<file path="config.mk">
export PLATFORM = sky130hd
export DESIGN_NAME = quote_aware_field_splitter
export DESIGN_NICKNAME = d
export VERILOG_FILES = /design/src/hdl/qafs_pkg.sv /design/src/hdl/qafs_front.sv /design/src/hdl/qafs_queue.sv /design/src/hdl/qafs_back.sv /design/src/hdl/quote_aware_field_splitter.sv
export SDC_FILE = /design/constraint.sdc
export NUM_CORES = 1
export LEC_CHECK = 0
export BUFFER_PORTS_ARGS = -buffer_cell sky130_fd_sc_hd__buf_2
export CORE_UTILIZATION = 40
export DETAILED_ROUTE_END_ITERATION = 16
export MAX_ROUTING_LAYER = met4
export PLACE_DENSITY = 0.61
export SLEW_MARGIN = 30
export SYNTH_ARGS = -nofsm -noshare
export SYNTH_HDL_FRONTEND = slang
export SYNTH_SLANG_ARGS = --single-unit
</file>
<file path="constraint.sdc">
create_clock -name i_clk -period 8.3 [get_ports i_clk]
set_clock_uncertainty 0.15 [all_clocks]
set_input_delay 2.49 -clock i_clk [delete_from_list [all_inputs] [get_ports i_clk]]
set_output_delay 2.49 -clock i_clk [all_outputs]
set_load 0.02 [all_outputs]
</file>
<file path="src/hdl/qafs_pkg.sv">
// Shared types and constants for the quote-aware field splitter.
package qafs_pkg;

    localparam int CHAR_W     = 8;
    localparam int FIELD_W    = 8;
    localparam int IDX_W      = 2;
    localparam int CFG_IDX_W  = 3;
    localparam int COUNT_W    = 3;
    localparam int MAX_DELIMS = 4;

    localparam logic [CHAR_W-1:0] CODE_DQUOTE  = 8'd34;
    localparam logic [CHAR_W-1:0] CODE_SQUOTE  = 8'd39;
    localparam logic [CHAR_W-1:0] CODE_LPAREN  = 8'd40;
    localparam logic [CHAR_W-1:0] CODE_RPAREN  = 8'd41;
    localparam logic [CHAR_W-1:0] CODE_LSQUARE = 8'd91;
    localparam logic [CHAR_W-1:0] CODE_RSQUARE = 8'd93;
    localparam logic [CHAR_W-1:0] CODE_LCURLY  = 8'd123;
    localparam logic [CHAR_W-1:0] CODE_RCURLY  = 8'd125;

    localparam logic [CHAR_W-1:0]  DELIM_RESET [MAX_DELIMS] = '{8'd44, 8'd59, 8'd0, 8'd0};
    localparam logic [COUNT_W-1:0] COUNT_RESET   = 3'd1;
    localparam logic               BRACKET_RESET = 1'b1;
    localparam logic [FIELD_W-1:0] FIELD_MAX     = 8'hFF;

    typedef enum logic [CFG_IDX_W-1:0] {
        CFG_DELIM0  = 3'd0,
        CFG_DELIM1  = 3'd1,
        CFG_DELIM2  = 3'd2,
        CFG_DELIM3  = 3'd3,
        CFG_COUNT   = 3'd4,
        CFG_BRACKET = 3'd5
    } t_cfg_idx;

    typedef struct packed {
        logic [CHAR_W-1:0] char_code;
        logic              last;
        logic              is_quote;
        logic              is_open;
        logic              is_close;
        logic              bracket_on;
        logic              found;
        logic [IDX_W-1:0]  idx;
    } t_item;

endpackage

</file>
<file path="src/hdl/qafs_front.sv">
// Front part: configuration registers and classification of each incoming character.
module qafs_front #(
    parameter int NUM_DELIMS = 4
) (
    input  logic                              i_clk,
    input  logic                              i_rst_n,
    input  logic                              i_cfg_valid,
    input  logic [qafs_pkg::CFG_IDX_W-1:0]    i_cfg_index,
    input  logic [qafs_pkg::CHAR_W-1:0]       i_cfg_data,
    input  logic [qafs_pkg::CHAR_W-1:0]       i_char,
    input  logic                              i_last,
    output qafs_pkg::t_item                   o_item
);

    logic [qafs_pkg::CHAR_W-1:0]  r_delim [NUM_DELIMS];
    logic [qafs_pkg::COUNT_W-1:0] r_count;
    logic                         r_bracket;
    logic [NUM_DELIMS-1:0]        w_hit;

    for (genvar g = 0; g < NUM_DELIMS; g++) begin : g_delim
        always_ff @(posedge i_clk) begin
            if (!i_rst_n) begin
                r_delim[g] <= qafs_pkg::DELIM_RESET[g];
            end else if (i_cfg_valid && i_cfg_index == qafs_pkg::CFG_IDX_W'(g)) begin
                r_delim[g] <= i_cfg_data;
            end
        end

        assign w_hit[g] = (qafs_pkg::COUNT_W'(g) < r_count) && (r_delim[g] == i_char);
    end

    always_ff @(posedge i_clk) begin
        if (!i_rst_n) begin
            r_count   <= qafs_pkg::COUNT_RESET;
            r_bracket <= qafs_pkg::BRACKET_RESET;
        end else if (i_cfg_valid) begin
            case (i_cfg_index)
                qafs_pkg::CFG_COUNT: begin
                    r_count <= i_cfg_data[qafs_pkg::COUNT_W-1:0];
                end
                qafs_pkg::CFG_BRACKET: begin
                    r_bracket <= i_cfg_data[0];
                end
                default: begin
                end
            endcase
        end
    end

    always_comb begin
        o_item            = '0;
        o_item.char_code  = i_char;
        o_item.last       = i_last;
        o_item.is_quote   = (i_char == qafs_pkg::CODE_DQUOTE) ||
                            (i_char == qafs_pkg::CODE_SQUOTE);
        o_item.is_open    = r_bracket && ((i_char == qafs_pkg::CODE_LPAREN) ||
                            (i_char == qafs_pkg::CODE_LSQUARE) ||
                            (i_char == qafs_pkg::CODE_LCURLY));
        o_item.is_close   = r_bracket && ((i_char == qafs_pkg::CODE_RPAREN) ||
                            (i_char == qafs_pkg::CODE_RSQUARE) ||
                            (i_char == qafs_pkg::CODE_RCURLY));
        o_item.bracket_on = r_bracket;
        o_item.found      = |w_hit;
        for (int k = NUM_DELIMS - 1; k >= 0; k--) begin
            if (w_hit[k]) begin
                o_item.idx = qafs_pkg::IDX_W'(k);
            end
        end
    end

endmodule

</file>
<file path="src/hdl/qafs_queue.sv">
// Two-entry queue between the classifying front part and the state-tracking back part.
module qafs_queue (
    input  logic            i_clk,
    input  logic            i_rst_n,
    input  logic            i_push,
    input  qafs_pkg::t_item i_item,
    input  logic            i_pop,
    output logic            o_full,
    output logic            o_avail,
    output qafs_pkg::t_item o_item
);

    qafs_pkg::t_item r_mem [2];
    logic            r_wp;
    logic            r_rp;
    logic [1:0]      r_count;

    always_ff @(posedge i_clk) begin
        if (i_push) begin
            r_mem[r_wp] <= i_item;
        end
    end

    always_ff @(posedge i_clk) begin
        if (!i_rst_n) begin
            r_wp    <= 1'b0;
            r_rp    <= 1'b0;
            r_count <= 2'd0;
        end else begin
            if (i_push) begin
                r_wp <= ~r_wp;
            end
            if (i_pop) begin
                r_rp <= ~r_rp;
            end
            r_count <= r_count + 2'(i_push) - 2'(i_pop);
        end
    end

    assign o_full  = r_count[1];
    assign o_avail = (r_count != 2'd0);
    assign o_item  = r_mem[r_rp];

endmodule

</file>
<file path="src/hdl/qafs_back.sv">
// Back part: quote, bracket depth and field count tracking, with the output register.
module qafs_back #(
    parameter int MAX_DEPTH = 127
) (
    input  logic                          i_clk,
    input  logic                          i_rst_n,
    input  logic                          i_avail,
    input  qafs_pkg::t_item               i_item,
    output logic                          o_pop,
    output logic                          o_out_valid,
    input  logic                          i_out_stall,
    output logic [qafs_pkg::CHAR_W-1:0]   o_char_out,
    output logic                          o_is_split,
    output logic [qafs_pkg::IDX_W-1:0]    o_delim_index,
    output logic [qafs_pkg::FIELD_W-1:0]  o_field_number,
    output logic                          o_string_end,
    output logic                          o_depth_saturated
);

    localparam int DW = $clog2(MAX_DEPTH + 1) + 1;
    localparam logic signed [DW-1:0] DMAX = DW'(MAX_DEPTH);
    localparam logic signed [DW-1:0] DMIN = -DMAX;

    logic                          r_in_quote, n_in_quote;
    logic [qafs_pkg::CHAR_W-1:0]   r_open_quote, n_open_quote;
    logic signed [DW-1:0]          r_depth, n_depth;
    logic [qafs_pkg::FIELD_W-1:0]  r_field, n_field;
    logic                          r_valid;
    logic [qafs_pkg::CHAR_W-1:0]   r_char;
    logic                          r_split, n_split;
    logic [qafs_pkg::IDX_W-1:0]    r_idx, n_idx;
    logic [qafs_pkg::FIELD_W-1:0]  r_fnum;
    logic                          r_end;
    logic                          r_sat, n_sat;

    assign o_pop = i_avail && (!r_valid || !i_out_stall);

    always_comb begin
        n_in_quote   = r_in_quote;
        n_open_quote = r_open_quote;
        n_depth      = r_depth;
        n_sat        = 1'b0;
        n_split      = 1'b0;
        n_idx        = '0;
        if (r_in_quote && i_item.char_code == r_open_quote) begin
            n_in_quote = 1'b0;
        end else if (!r_in_quote && i_item.is_quote) begin
            n_in_quote   = 1'b1;
            n_open_quote = i_item.char_code;
        end
        if (!n_in_quote) begin
            if (i_item.is_open) begin
                if (r_depth >= DMAX) begin
                    n_sat = 1'b1;
                end else begin
                    n_depth = r_depth + DW'(1);
                end
            end else if (i_item.is_close) begin
                if (r_depth <= DMIN) begin
                    n_sat = 1'b1;
                end else begin
                    n_depth = r_depth - DW'(1);
                end
            end
            if (i_item.found && (!i_item.bracket_on || n_depth == '0)) begin
                n_split = 1'b1;
                n_idx   = i_item.idx;
            end
        end
        n_field = r_field;
        if (n_split && r_field != qafs_pkg::FIELD_MAX) begin
            n_field = r_field + 1'b1;
        end
    end

    always_ff @(posedge i_clk) begin
        if (!i_rst_n) begin
            r_in_quote   <= 1'b0;
            r_open_quote <= qafs_pkg::CODE_DQUOTE;
            r_depth      <= '0;
            r_field      <= '0;
            r_valid      <= 1'b0;
        end else begin
            if (o_pop) begin
                r_valid <= 1'b1;
                if (i_item.last) begin
                    r_in_quote   <= 1'b0;
                    r_open_quote <= qafs_pkg::CODE_DQUOTE;
                    r_depth      <= '0;
                    r_field      <= '0;
                end else begin
                    r_in_quote   <= n_in_quote;
                    r_open_quote <= n_open_quote;
                    r_depth      <= n_depth;
                    r_field      <= n_field;
                end
            end else if (!i_out_stall) begin
                r_valid <= 1'b0;
            end
        end
    end

    always_ff @(posedge i_clk) begin
        if (o_pop) begin
            r_char  <= i_item.char_code;
            r_split <= n_split;
            r_idx   <= n_idx;
            r_fnum  <= r_field;
            r_end   <= i_item.last;
            r_sat   <= n_sat;
        end
    end

    assign o_out_valid       = r_valid;
    assign o_char_out        = r_char;
    assign o_is_split        = r_split;
    assign o_delim_index     = r_idx;
    assign o_field_number    = r_fnum;
    assign o_string_end      = r_end;
    assign o_depth_saturated = r_sat;

    a_depth_bounds: assert property (@(posedge i_clk) disable iff (!i_rst_n)
        (r_depth <= DMAX) && (r_depth >= DMIN))
        else $error("Bracket depth left its bound.");

    a_end_clears: assert property (@(posedge i_clk) disable iff (!i_rst_n)
        o_pop && i_item.last |=> !r_in_quote && r_depth == '0 && r_field == '0)
        else $error("State not cleared after the last character.");

    a_split_counts: assert property (@(posedge i_clk) disable iff (!i_rst_n)
        o_pop && n_split && !i_item.last && r_field != qafs_pkg::FIELD_MAX
        |=> r_field == $past(r_field) + 1'b1)
        else $error("Field counter did not advance on a split.");

    a_quote_no_split: assert property (@(posedge i_clk) disable iff (!i_rst_n)
        o_pop && n_in_quote |=> !r_split && !r_sat)
        else $error("Split or saturation inside a quoted span.");

endmodule

</file>
<file path="src/hdl/quote_aware_field_splitter.sv">
// Quote-aware field splitter: one character per cycle in and one result per cycle out,
// unless stalled. Each accepted character yields one result, in order, with a split
// flag, the matching delimiter index and the running field number. The block sustains
// one character per clock cycle while the output is not stalled; the limit is the
// update of the quote, depth and field state in the back part for each character. A
// result passes through the two-entry queue and then the output register before it
// becomes valid. Configuration writes are always ready and must be made only while no
// character is in flight.
module quote_aware_field_splitter #(
    parameter int MAX_DEPTH  = 127,
    parameter int NUM_DELIMS = 4
) (
    input  logic                              i_clk,
    input  logic                              i_rst_n,
    input  logic                              i_cfg_valid,
    output logic                              o_cfg_ready,
    input  logic [qafs_pkg::CFG_IDX_W-1:0]    i_cfg_index,
    input  logic [qafs_pkg::CHAR_W-1:0]       i_cfg_data,
    input  logic                              i_in_valid,
    output logic                              o_in_stall,
    input  logic [qafs_pkg::CHAR_W-1:0]       i_char_in,
    input  logic                              i_last_char,
    output logic                              o_out_valid,
    input  logic                              i_out_stall,
    output logic [qafs_pkg::CHAR_W-1:0]       o_char_out,
    output logic                              o_is_split,
    output logic [qafs_pkg::IDX_W-1:0]        o_delim_index,
    output logic [qafs_pkg::FIELD_W-1:0]      o_field_number,
    output logic                              o_string_end,
    output logic                              o_depth_saturated
);

    qafs_pkg::t_item w_front_item;
    qafs_pkg::t_item w_back_item;
    logic            w_full;
    logic            w_avail;
    logic            w_push;
    logic            w_pop;

    assign o_cfg_ready = 1'b1;
    assign o_in_stall  = w_full;
    assign w_push      = i_in_valid && !w_full;

    qafs_front #(
        .NUM_DELIMS (NUM_DELIMS)
    ) u_front (
        .i_clk       (i_clk),
        .i_rst_n     (i_rst_n),
        .i_cfg_valid (i_cfg_valid && o_cfg_ready),
        .i_cfg_index (i_cfg_index),
        .i_cfg_data  (i_cfg_data),
        .i_char      (i_char_in),
        .i_last      (i_last_char),
        .o_item      (w_front_item)
    );

    qafs_queue u_queue (
        .i_clk   (i_clk),
        .i_rst_n (i_rst_n),
        .i_push  (w_push),
        .i_item  (w_front_item),
        .i_pop   (w_pop),
        .o_full  (w_full),
        .o_avail (w_avail),
        .o_item  (w_back_item)
    );

    qafs_back #(
        .MAX_DEPTH (MAX_DEPTH)
    ) u_back (
        .i_clk             (i_clk),
        .i_rst_n           (i_rst_n),
        .i_avail           (w_avail),
        .i_item            (w_back_item),
        .o_pop             (w_pop),
        .o_out_valid       (o_out_valid),
        .i_out_stall       (i_out_stall),
        .o_char_out        (o_char_out),
        .o_is_split        (o_is_split),
        .o_delim_index     (o_delim_index),
        .o_field_number    (o_field_number),
        .o_string_end      (o_string_end),
        .o_depth_saturated (o_depth_saturated)
    );

endmodule

</file>
* After elaboration in Yosys (flattened, before gate mapping) *
Memory sizes are Yosys's and may differ from the RTL's. A register that Yosys moved wholly into a read port is not among the register bits.
Index checks and enable logic that the tools add are counted.

word-level totals
  register bits = 55
  RAM bits = 64
  input port bits = 25
  output and inout bits = 24
  word-level logic and storage cells = 146
  memories kept = 2

cells by class
  $add $sub $neg = 5
  magnitude comparators = 6
  equal/unequal tests = 22
  muxes and demuxes = 48
  bitwise gates (word level) = 7
  reduce and logical (&&, ||, !) cells = 40

memories
  name             depth  width  read ports  clocked after Yosys merged registers in  wr ports  RTL line          RTL
  u_front.r_delim  4      8      4           0                                        4         qafs_front.sv:15  logic [qafs_pkg::CHAR_W-1:0] r_delim [NUM_DELIMS];
  u_queue.r_mem    2      16     1           1                                        1         qafs_queue.sv:13  qafs_pkg::t_item r_mem [2];

operators with widths
  kind                 number
  $mux 8               16
  $eq 8x8->1           5
  $eq 8x6->1 const B   4
  $eq 8x7->1 const B   4
  $mux 1               28
  $logic_and 1x1->1    16
  $add 8x1->8 const B  1
  $add 8x2->8 const B  1
  $ge 8x8->1 const B   1
  $le 8x8->1 const B   1
  $logic_not 8->1      1
  $mux 2               4
  $ne 8x8->1 const B   1
  $reduce_and 2->1     4
  $sub 8x2->8 const B  1
  $logic_or 1x1->1     7
  $eq 3x2->1 const B   2
  $eq 3x3->1 const B   2
  $lt 1x3->1 const A   2
  $lt 2x3->1 const A   2
  $ne 2x1->1 const B   3
  $reduce_bool 2->1    3
  $logic_not 1->1      5
  $or 1x1->1           4
  other kinds (8)      10

* Longest topological paths before layout *
Gate-level depths: netlist of run 1.

  depth after elaboration = 13
  mapped depth = 12
  mapped depth without buffers = 10

* Modules after synthesis *
From an unflattened synthesis of run 1, not the netlist that was laid out.

second synthesis, totals
  cells, all modules = 480
  area total of the unflattened synthesis = 5860.6 µm²

modules (own cells, without submodules)
  module                      instances  cells each  area each (µm²)  sequential area each (µm²)
  qafs_back                   1          230         2374.8           1151.1
  qafs_front                  1          177         2029.4           1041.0
  qafs_queue                  1          70          1431.4           1061.0
  quote_aware_field_splitter  1          3           25.0             0.0

* Worst setup path after synthesis of run 1 *
No wires, ideal clock.

  kind = input to register
  start = in i_out_stall
  end = reg u_queue.r_count[1]
  setup time = 0.128 ns
  data arrival time = 4.450 ns
  data required time = 8.022 ns
  slack = 3.572 ns
  cell stages on the path = 9
  path buffers = 0
  cell sequence = nand2_1 -> o21ai_0 -> clkinv_1 -> ha_1 -> inv_1 -> ha_1 -> xor2_1 -> xnor2_1 -> nor2_1

between the ends
  cells in the longest elaborated chain, start to end = 4

RTL lines
  item                  RTL line                          RTL
  from (decl)           quote_aware_field_splitter.sv:24  input logic i_out_stall,
  $logic_not 1->1       qafs_back.sv:36                   assign o_pop = i_avail && (!r_valid || !i_out_stall);
  $logic_or 1x1->1      qafs_back.sv:36
  $logic_and 1x1->1     qafs_back.sv:36
  net u_back.o_pop      qafs_back.sv:9                    output logic o_pop,
  $sub 2x1->2           qafs_queue.sv:36                  r_count <= r_count + 2'(i_push) - 2'(i_pop);
  to (signal assigned)  qafs_queue.sv:36
  to (decl)             qafs_queue.sv:16                  logic [1:0] r_count;

The timed path passes the listed nets, and every way through them passes these cells.
A chain may end at the register's enable or synchronous reset.

* Worst setup path in the final report of run 1 *
  start = in i_out_stall
  end = reg u_back.r_field[6] (netlist name)

between the ends
  cells in the longest elaborated chain, start to end = 4

RTL lines
  item                               RTL line         RTL
  $logic_not 1->1                    qafs_back.sv:36
  $logic_or 1x1->1                   qafs_back.sv:36
  $logic_and 1x1->1                  qafs_back.sv:36
  $reduce_and 2->1 (no source line)  --
  to (signal assigned)               qafs_back.sv:95  r_field <= n_field;
  to (decl)                          qafs_back.sv:27  logic [qafs_pkg::FIELD_W-1:0] r_field, n_field;

No other way between the ends.

==> summary.txt, run 1 <==
Run status
  • Outcome: finished clean

Critical path
  • WS Path Type: in -> reg
  • CP delay by family, top: simple AND/OR/NAND/NOR gates
  • Crit path required time: approximately 8.5 ns
  • Startpoint class of the critical path: input port
  • Nature of the critical path endpoint: flip-flop
  • Most used cell, CP: o21ai_0
  • Critical path buffers and inverters: 1
  • Slowest stage delay, CP: 0.51 ns
  • Crit-path cells: buf_2 > nand2_1 > o21ai_0 > nor2_1 > o21ai_0 > a211oi_1 > nand3_2 > or4_1 > a21oi_1
  • Worst Path Max Fanout: 16
  • Crit path DAT: 4.45 ns
  • Slowest CP cell: or4_1

Clocking
  • Clock sinks: 120
  • CTS max path bufs: 2
  • Post-CTS Setup Bufs: 0
  • Htree depth: 4
  • CTS tree: yes
  • Hold-fix buffers, CTS: 0
  • Clock transition at the registers of the reported paths: about 0.050 ns
  • Clock Tree Root: clkbuf_16
  • Clk Latency, worst-skew pair: approximately 0.41 ns
  • TritonCTS Buffers: 17
  • CTS-repair resized insts: 0

Yosys
  • Synthesis Warnings: 0
  • Top post-synthesis cells by area: edfxtp_1 (45%), dfxtp_1 (12%), xor2_1 (4.0%)
  • Mux contribution to synthesized area: 0.03611
  • Flops & latches, synth: 120
  • Simple-gate share of the synthesized area: 0.1722
  • Synth Area in XOR/XNOR: 0.07244
  • Post-synth EDFFs: 85
  • Synthesized area per cell: 11.19 sq um
  • Top-count cell post-synth: edfxtp_1
  • Synth Area in Compound Gates: 0.09952
  • Most used flip-flop cell after synthesis: edfxtp_1
  • Dominant cell type by area after synthesis: edfxtp_1
  • Cell Area, Synth: 0.005683 sq mm
  • Post-synth ARST share: 0
  • Synth Net Count: 539
  • Adder-cell share of the synthesized area: 0.01321
  • Top cell type's share of synthesized area: 0.4491
  • Register area share after synthesis: 0.5724
  • Commonest cells in the netlist: edfxtp_1 (85), nor2_1 (46), dfxtp_1 (35)
  • Synth unique cells: 59
  • Largest family of logic cells by synthesized area: simple AND/OR/NAND/NOR gates
  • Post-Synthesis Cells: 508

STA
  • Final-report hold violation count: 0
  • Worst rel slew slack: 0.4424
  • Final setup violation count: 0
  • Max Freq: ~230 MHz
  • RSZ-0062 raised after global routing: false
  • PnR worst setup slack: 4.038 ns
  • Fin Setup TNS: 0 ns
  • Final period utilization: 0.5135
  • Max Slew Vio Count: 0
  • Slew @ Worst Pin: about 0.84 ns
  • Final worst path period need: 4.262 ns

Floorplan
  • Die X: about 120 um
  • Core Box Area: approximately 0.014 sq mm
  • Row count: 43
  • Die area: 0.01469 sq mm
  • Initial Util: 0.4094
  • Ports: 49
  • Die Y: approximately 120 um

Detailed routing
  • Antenna-violating nets left: 0
  • DR WL/cell: roughly 16 um
  • Vias: 3871
  • Vias per cell: 5.189
  • Iter 0 DRT Violations: 244
  • Total Wirelength: 12030 um
  • DRC violations left: 0
  • First-pass DRT Iterations: 4

Place
  • Total placed cells including tap cells: 714
  • IO Port Bufs: 47
  • Place WS: approximately 2.9 ns
  • Global placer's final weighted congestion: 0.8464
  • Post-DP HPWL: 8566 um

Pwr
  • Leak Pwr: 2.401 nW
  • Cell Pwr Density: 293.6 mW/mm^2
  • Peak supply drop: 0.1596 mV

Final layout
  • Layout area overhead: 16.31%
  • Fin cells: approximately 750
  • Layout cell share with drive strength beyond 1: 0.1537
  • N_diodes: 0
  • Final layout net count: 584

Global route
  • Antenna violations before repair: 0
  • Gr usage total: 0.1807
  • First-pass GRT wire length: around 19000 um
  • Vias in the first global route: 3651
  • Gr ovfl total: 0
  • Pin count of the biggest net entering global routing: 30

Flow run
  • Max Cap Viol: 0

Worst hold path
  • Worst min path class: reg -> reg
per-layer routing:
| layer | part of all wire | track usage | vias up |
|---|---|---|---|
| met5 | 0 | - | - |
| met4 | 0.0071 | 0.07407 | 0 |
| met3 | 0.040 | 0.04746 | 8 |
| met2 | 0.50 | 0.2925 | 71 |
| met1 | 0.45 | 0.2136 | 1867 |
| li1 | - | - | 1925 |
worst register-to-register path: stages, from the launching register on:
cell and delay, ns:
dfxtp_1 0.51, ha_1 0.30, nand3_1 0.12, o21ai_0 0.55
and2_1 0.25, a22oi_1 0.09, o41ai_2 0.46, nand3_2 0.34
or4_1 0.51, a21oi_1 0.15
state kept, by name, summed over array words and instances (netlist names), 2 cells and up, named ones only:
name	count
u_back.o_field_number	8
u_queue.r_mem	32
u_front.r_count	3
u_back.o_char_out	8
u_back.o_delim_index	2
u_back.r_open_quote	8
u_back.r_field	8
u_front.r_delim	32
u_queue.r_count	2
u_back.r_depth	8
cell type report:
class	instances	area (sq um)
inverter	23	86.33
clock inverter	13	111.4
multi-input combinational	342	2250
tap	180	225.2
clock buffer	19	432.9
timing repair buffer	49	250.2
fill	1270	7271
sequential	120	3254
report_power, final:
part,switching [mW],leakage [nW],internal (mW)
clock,0.246,0.259,0.431
sequential,0.0538,1.10,0.755
combinational,0.294,1.04,0.161
total,0.593,2.40,1.35
through the flow:
stage,power (mW),hold slack [ns],cell area [sq um],util
global placement,1.272,0.3173,6055,0.4362
CTS,1.957,0.3356,6610,0.4762
finish,1.941,0.3345,6610,0.4762
global route,2.036,0.3428,6610,0.4762
detailed placement,1.281,0.3221,6066,0.4370
floorplan,1.147,0.2940,5683,-
path summary, 6_finish.rpt:
check                                       start  slack [ns]                       end  depth (start not counted)
worst max-delay path                  i_out_stall        4.04         u_back.r_field[6]                          9
worst min-delay path            u_back.r_field[6]        0.33  u_back.o_field_number[6]                          0
worst max register to register  u_back.r_depth[0]        4.80         u_back.r_field[6]                          9
worst min register to register  u_back.r_field[6]        0.33  u_back.o_field_number[6]                          0
cell families after synthesis:
| logic type | after synthesis |
|---|---|
| compound gates | 83 |
| xor+xnor | 47 |
| fa+ha+maj | 6 |
| buf+inv | 46 |
| flops | 120 |
| mux | 20 |
| other cells | 1 |
| simple gates | 185 |
layout by cell type (no fill, tap or decap), drive strengths merged, types with 3 or more instances in the layout:
master and n:
clkinv 9, o31ai 6, edfxtp 85, nor4 10
nor2 46, mux2i 16, xnor2 21, nand3b 3
nand3 21, o311ai 4, o21ai 18, or3 5
o211ai 7, nor3 8, clkbuf 19, and2 27
ha 6, nor3b 3, or4 4, o31a 3
dfxtp 35, a21oi 25, nand2b 14, nand2 27
nand4 4, o21a 3, buf 49, inv 23
mux2 4, xor2 26
Note: power is estimated with default switching activity, not from simulation.
==> run 2, diff against run 1 <==
==> constraint.sdc (replaced) <==
create_clock -name i_clk -period 4 [get_ports i_clk]
set_clock_uncertainty 0.15 [all_clocks]
set_input_delay 1.2 -clock i_clk [delete_from_list [all_inputs] [get_ports i_clk]]
set_output_delay 1.2 -clock i_clk [all_outputs]
set_load 0.02 [all_outputs]
==> summary.txt, run 2 (synthesized netlist as in run 1, its figures left out) <==
Run status
  • Outcome: finished clean

Clocking
  • Post-CTS Setup Bufs: 0
  • CTS tree: yes
  • Clock Tree Root: clkbuf_16
  • TritonCTS Buffers: 17
  • Hold-fix buffers, CTS: 0
  • CTS max path bufs: 2
  • CTS-repair resized insts: 0
  • Clock sinks: 120
  • Clk Latency, worst-skew pair: 0.42 ns
  • Clock transition at the registers of the reported paths: 0.06 ns
  • Htree depth: 4

Critical path
  • Slowest stage delay, CP: 0.61 ns
  • Worst Path Max Fanout: 16
  • Crit-path cells: or4b_4 > o32ai_4 > nor4_1 > or3_1 > a32oi_1 > nand3_2 > or4_1 > a21oi_1
  • Critical path buffers and inverters: 0
  • Crit path DAT: between 3 and 4 ns
  • WS Path Type: reg -> reg
  • R2R Path Start: u_back.r_depth[4]
  • Startpoint class of the critical path: flip-flop
  • CP delay by family, top: simple AND/OR/NAND/NOR gates
  • Slowest CP cell: or4b_4
  • Crit path required time: ~4.2 ns
  • Crit. Startpoint: u_back.r_depth[4]
  • Nature of the critical path endpoint: flip-flop

Final layout
  • Layout cell share with drive strength beyond 1: 0.1722
  • Most frequent cells in the layout: edfxtp_1 (85), buf_2 (47), nor2_1 (46)
  • Most common cell after layout, fill and taps aside: edfxtp_1
  • Layout fillers: 1277
  • N_diodes: 0
  • Final layout net count: 593
  • Layout area overhead: 18.69%
  • Regs by FF count: u_front.r_delim (32), u_queue.r_mem (32)
  • Fin cells: approximately 760

Place
  • Global placer's final weighted congestion: around 0.9
  • IO Port Bufs: 47
  • Total placed cells including tap cells: 723
  • Post-DP HPWL: 8610 um

Global route
  • Pin count of the biggest net entering global routing: 29
  • Antenna violations before repair: 0
  • Gr usage total: 0.1857
  • First-pass GRT wire length: just under 20000 um
  • Vias in the first global route: between 3000 and 4000
  • Gr ovfl total: 0

Detailed routing
  • Vias: 3991
  • Vias per cell: 5.286
  • Antenna-violating nets left: 0
  • DRC violations left: 0
  • Iter 0 DRT Violations: ~330
  • First-pass DRT Iterations: 4
  • DR WL/cell: 16.53 um
  • Total Wirelength: 12480 um

Floorplan
  • Initial Util: 0.4094
  • Die X: 121.2 um
  • Die Y: 121.2 um
  • Ports: 49
  • Die area: 0.01469 sq mm
  • Core Box Area: 0.01388 sq mm
  • Row count: 43

Worst hold path
  • Hold_sp: u_back.o_out_valid
  • Worst min path class: reg -> reg

STA
  • Final worst path period need: 3.426 ns
  • Final setup violation count: 0
  • Max Slew Vio Count: 0
  • RSZ-0062 raised after global routing: false
  • Final period utilization: 0.8566
  • Worst rel slew slack: 0.4857
  • Fin Setup TNS: 0 ns
  • Final-report hold violation count: 0
  • Slew @ Worst Pin: 0.7635 ns
  • Max Freq: 291.9 MHz

Pwr
  • Cell Pwr Density: 631.7 mW/mm^2
  • Sequential share of power: 0.387
  • Net Sw Frac: 0.3047
  • Peak supply drop: 0.3086 mV
  • Comb power frac: 0.234
  • NetSw: 1.298 mW
  • Power share of the clock group: 0.379
  • Internal: 2.962 mW
  • Leak Pwr: 2.471 nW
  • PnR Total Power: 4.261 mW

Flow run
  • Max Cap Viol: 0
-- run 2: changes by cell type in the layout (fill, tap and decap cells not counted), sizes merged --
cell      before  now
clkinv         9    3
buf           49   58
inv           23   26
clkinvlp       2    4
clkbuf        19   18
bufinv         2    4
-- run 2: worst paths after layout --
| kind | endpoint | slack [ns] | depth (start not counted) |
|---|---|---|---|
| worst min-delay path | u_back.o_out_valid | 0.32 | 2 |
| worst min register to register | u_back.o_out_valid | 0.32 | 2 |
| worst max-delay path | u_back.r_field[4] | 0.57 | 8 |
| worst max register to register | u_back.r_field[4] | 0.57 | 8 |
-- run 2: power by group through the flow --
stage          clock (mW)  combinational (mW)  sequential (mW)
5_1_grt              1.70                1.10             1.67
6_report             1.61               0.999             1.65
3_5_place_dp            0               0.999             1.67
2_1_floorplan           0               0.613             1.77
3_3_place_gp            0               0.992             1.67
4_1_cts              1.64                1.00             1.65
-- run 2: through the flow --
step                        util  hold WS [ns]  cell area [sq um]  setup slack (ns)
after floorplan                -        0.2940               5683            0.5620
after global placement    0.4410        0.3101               6122            0.6765
after detailed placement  0.4410        0.3140               6122            0.6175
after CTS                 0.4859        0.3207               6745            0.6045
after global routing      0.4859        0.3540               6745            0.3627
final                     0.4859        0.3193               6745            0.5737
-- run 2: area by class of cell --
cell class,count,area (sq um),share of cell area
repair buffers,58,317.8,0.04712
clock buffers,18,429.2,0.06362
flip-flops and latches,120,3253,0.4823
inverters,23,86.33,0.01280
clock inverters,14,193.9,0.02875
well taps,180,225.2,0.03339
multi-input cells,342,2240,0.3320
-- run 2: worst min-delay path, cell delays in order, from the launching register on --
cell     delay, ns
dfxtp_1       0.30
nand2_1       0.06
a21oi_1       0.05
-- run 2: routing by layer --
layer  up-vias  wire, um  global-route usage
met5         -         0                   -
met4         0       221             0.07870
met3        18       519             0.04887
met2        98      6042              0.2882
met1      1924      5697              0.2290
li1       1951         -                   -
==> run 3, diff against run 2 <==
--- a/config.mk
+++ b/config.mk
@@ -5,6 +5,7 @@
 export SDC_FILE = /design/constraint.sdc
 export NUM_CORES = 1
 export LEC_CHECK = 0
+export ABC_AREA = 1
 export BUFFER_PORTS_ARGS = -buffer_cell sky130_fd_sc_hd__buf_2
 export CORE_UTILIZATION = 40
 export DETAILED_ROUTE_END_ITERATION = 16
==> summary.txt, run 3 <==
Global route
  • Vias in the first global route: 4336
  • First-pass GRT wire length: 20860 um
  • Antenna violations before repair: 0
  • Gr ovfl total: 0
  • Gr usage total: 0.1933
  • Pin count of the biggest net entering global routing: 29

Clocking
  • Clk Latency, worst-skew pair: 0.42 ns
  • CTS tree: yes
  • CTS-repair resized insts: 0
  • CTS max path bufs: 2
  • Clock Tree Root: clkbuf_16
  • Clock sinks: 120
  • Hold-fix buffers, CTS: 0
  • Htree depth: 4
  • TritonCTS Buffers: 17
  • Clock transition at the registers of the reported paths: 0.05 ns
  • Post-CTS Setup Bufs: 0

Yosys
  • Post-synth ARST share: 0
  • Register area share after synthesis: 0.5647
  • Most used flip-flop cell after synthesis: edfxtp_1
  • Synthesis Warnings: 0
  • Top post-synthesis cells by area: edfxtp_1 (44%), dfxtp_1 (12%), nand2_1 (11%)
  • Post-Synthesis Cells: 638
  • Dominant cell type by area after synthesis: edfxtp_1
  • Post-synth EDFFs: 85
  • Synth Net Count: 669
  • Synthesized area per cell: roughly 9.0 sq um
  • Cell Area, Synth: just under 0.006 sq mm
  • Flops & latches, synth: 120
  • Synth unique cells: 44
  • Top-count cell post-synth: nand2_1
  • Top cell type's share of synthesized area: 0.4431
  • Commonest cells in the netlist: nand2_1 (168), edfxtp_1 (85), nor2_1 (78)

Detailed routing
  • Iter 0 DRT Violations: about 320
  • Vias per cell: 4.991
  • DRC violations left: 0
  • First-pass DRT Iterations: 5
  • Vias: 4452
  • Antenna-violating nets left: 0
  • Total Wirelength: 12920 um
  • DR WL/cell: 14.48 um

Floorplan
  • Ports: 49
  • Initial Util: 0.4118
  • Die area: between 0.01 and 0.015 sq mm
  • Die X: 122.0 um
  • Row count: 43
  • Die Y: 122.0 um
  • Core Box Area: 0.01399 sq mm

Critical path
  • R2R Setup Slk: around 1.4 ns
  • Worst Path Max Fanout: 14
  • Nature of the critical path endpoint: flip-flop
  • Slowest stage delay, CP: 0.58 ns
  • Crit path required time: between 4 and 5 ns
  • Most used cell, CP: nand2_1
  • Crit-path cells: buf_2 > nand2_1 > o21ai_0 > inv_1 > buf_4 > a31oi_1 > nand2_1 > a21oi_1
  • WS Path Type: in -> reg
  • Slowest CP cell: a31oi_1
  • CP delay by family, top: compound AO/OA/AOI/OAI gates
  • Crit path DAT: 2.95 ns
  • Critical path buffers and inverters: 3
  • Startpoint class of the critical path: input port

Flow run
  • Max Cap Viol: 0

Pwr
  • Comb power frac: 0.298
  • Cell Pwr Density: 695.9 mW/mm^2
  • Power share of the clock group: 0.336
  • NetSw: roughly 1.6 mW
  • Net Sw Frac: 0.3417
  • Sequential share of power: 0.366
  • Peak supply drop: about 0.47 mV
  • Internal: around 3.1 mW
  • Leak Pwr: slightly below 3 nW

STA
  • Final-report hold violation count: 0
  • Hold Slack: 0.2973 ns
  • Max Freq: 361.2 MHz
  • Slew @ Worst Pin: 0.6721 ns
  • Max Slew Vio Count: 0
  • Fin Setup TNS: 0 ns
  • Final setup violation count: 0
  • Final period utilization: 0.6921
  • Final worst path period need: roughly 2.8 ns
  • Worst rel slew slack: 0.5498
  • RSZ-0062 raised after global routing: false

Final layout
  • Layout area overhead: 18.53%
  • Multi-input gate area: 0.002163 sq mm
  • Design area: 0.006828 sq mm
  • Fin cells: 892
  • Layout cell share with drive strength beyond 1: 0.1531
  • Util after Layout: 0.4881
  • Final layout net count: 730
  • Most frequent cells in the layout: nand2_1 (168), edfxtp_1 (85), nor2_1 (78)
  • Most common cell after layout, fill and taps aside: nand2_1
  • Regs by FF count: u_front.r_delim (32), u_queue.r_mem (32)
  • N_diodes: 0
  • Layout fillers: 1356
  • Seq. cell area: roughly 0.0033 sq mm

Place
  • Total placed cells including tap cells: 860
  • IO Port Bufs: 47
  • Global placer's final weighted congestion: 0.9351
  • Cell Area, Placed: between 0.006 and 0.007 sq mm
  • Post-DP HPWL: a little over 9000 um

Run status
  • Outcome: finished clean

Worst hold path
  • Worst min path class: reg -> reg
[run 3: cell types whose count changed after synthesis, sizes merged, moves of 15 or more]
cell,previous run,this run
inv,22,72
nor2,46,85
and2,27,0
nand3,21,37
nand2,27,180
mux2i,16,1
[run 3: layout make-up]
type | count | area share
inverter | 73 | 0.04050
clock inverter | 10 | 0.02162
multi-input combinational | 433 | 0.3168
clock buffer | 22 | 0.06945
tap | 180 | 0.03299
timing repair buffer | 54 | 0.04215
sequential | 120 | 0.4765
[run 3: power by group through the flow]
stage / clock, mW / combinational (mW) / sequential (mW)
2_1_floorplan: 0 / 0.900 / 1.87
3_3_place_gp: 0 / 1.39 / 1.76
3_5_place_dp: 0 / 1.42 / 1.76
4_1_cts: 1.62 / 1.43 / 1.74
5_1_grt: 1.68 / 1.59 / 1.76
6_report: 1.60 / 1.41 / 1.74
[run 3: stage by stage]
step | worst slack, ns | power [mW]
final | 1.232 | 4.752
after global routing | 0.9810 | 5.037
after CTS | 1.228 | 4.792
after detailed placement | 0.8015 | 3.186
after global placement | 0.9693 | 3.149
after floorplan | 0.8988 | 2.774
[run 3: kinds of logic (layout without fill, tap and decap cells)]
kind of cell             Yosys count  count (layout)  synth area share
AO/OA/AOI/OAI                     67              67           0.06733
XOR/XNOR                          29              29           0.04409
adder cells (fa/ha/maj)            6               6           0.01303
buffers and inverters             85             159           0.05973
flip-flops                       120             120            0.5647
multiplexers                       1               1          0.001738
other                              1               1         0.0006510
AND/OR/NAND/NOR                  329             329            0.2487
[run 3: final timing paths]
path	startpoint	end	cells past startpoint
max	i_out_stall	u_back.r_depth[3]	8
min	u_front.r_count[1]	u_front.r_count[1]	2
max reg2reg	u_back.r_depth[0]	u_back.r_field[1]	16
min reg2reg	u_front.r_count[1]	u_front.r_count[1]	2
[run 3: tightest hold or removal path, delay by kind of cell (launching register included)]
family / cells / cell delay [ns]
DFF: 1 / 0.30
buffers and inverters: 1 / 0.05
AOI/OAI and AO/OA: 1 / 0.05
[run 3: routing by layer]
layer,routed length [um],vias up,GRT usage
met2,6536,119,0.3238
met4,352,0,0.09259
li1,-,2231,-
met5,0,-,-
met1,5512,2077,0.2137
met3,518,25,0.04963
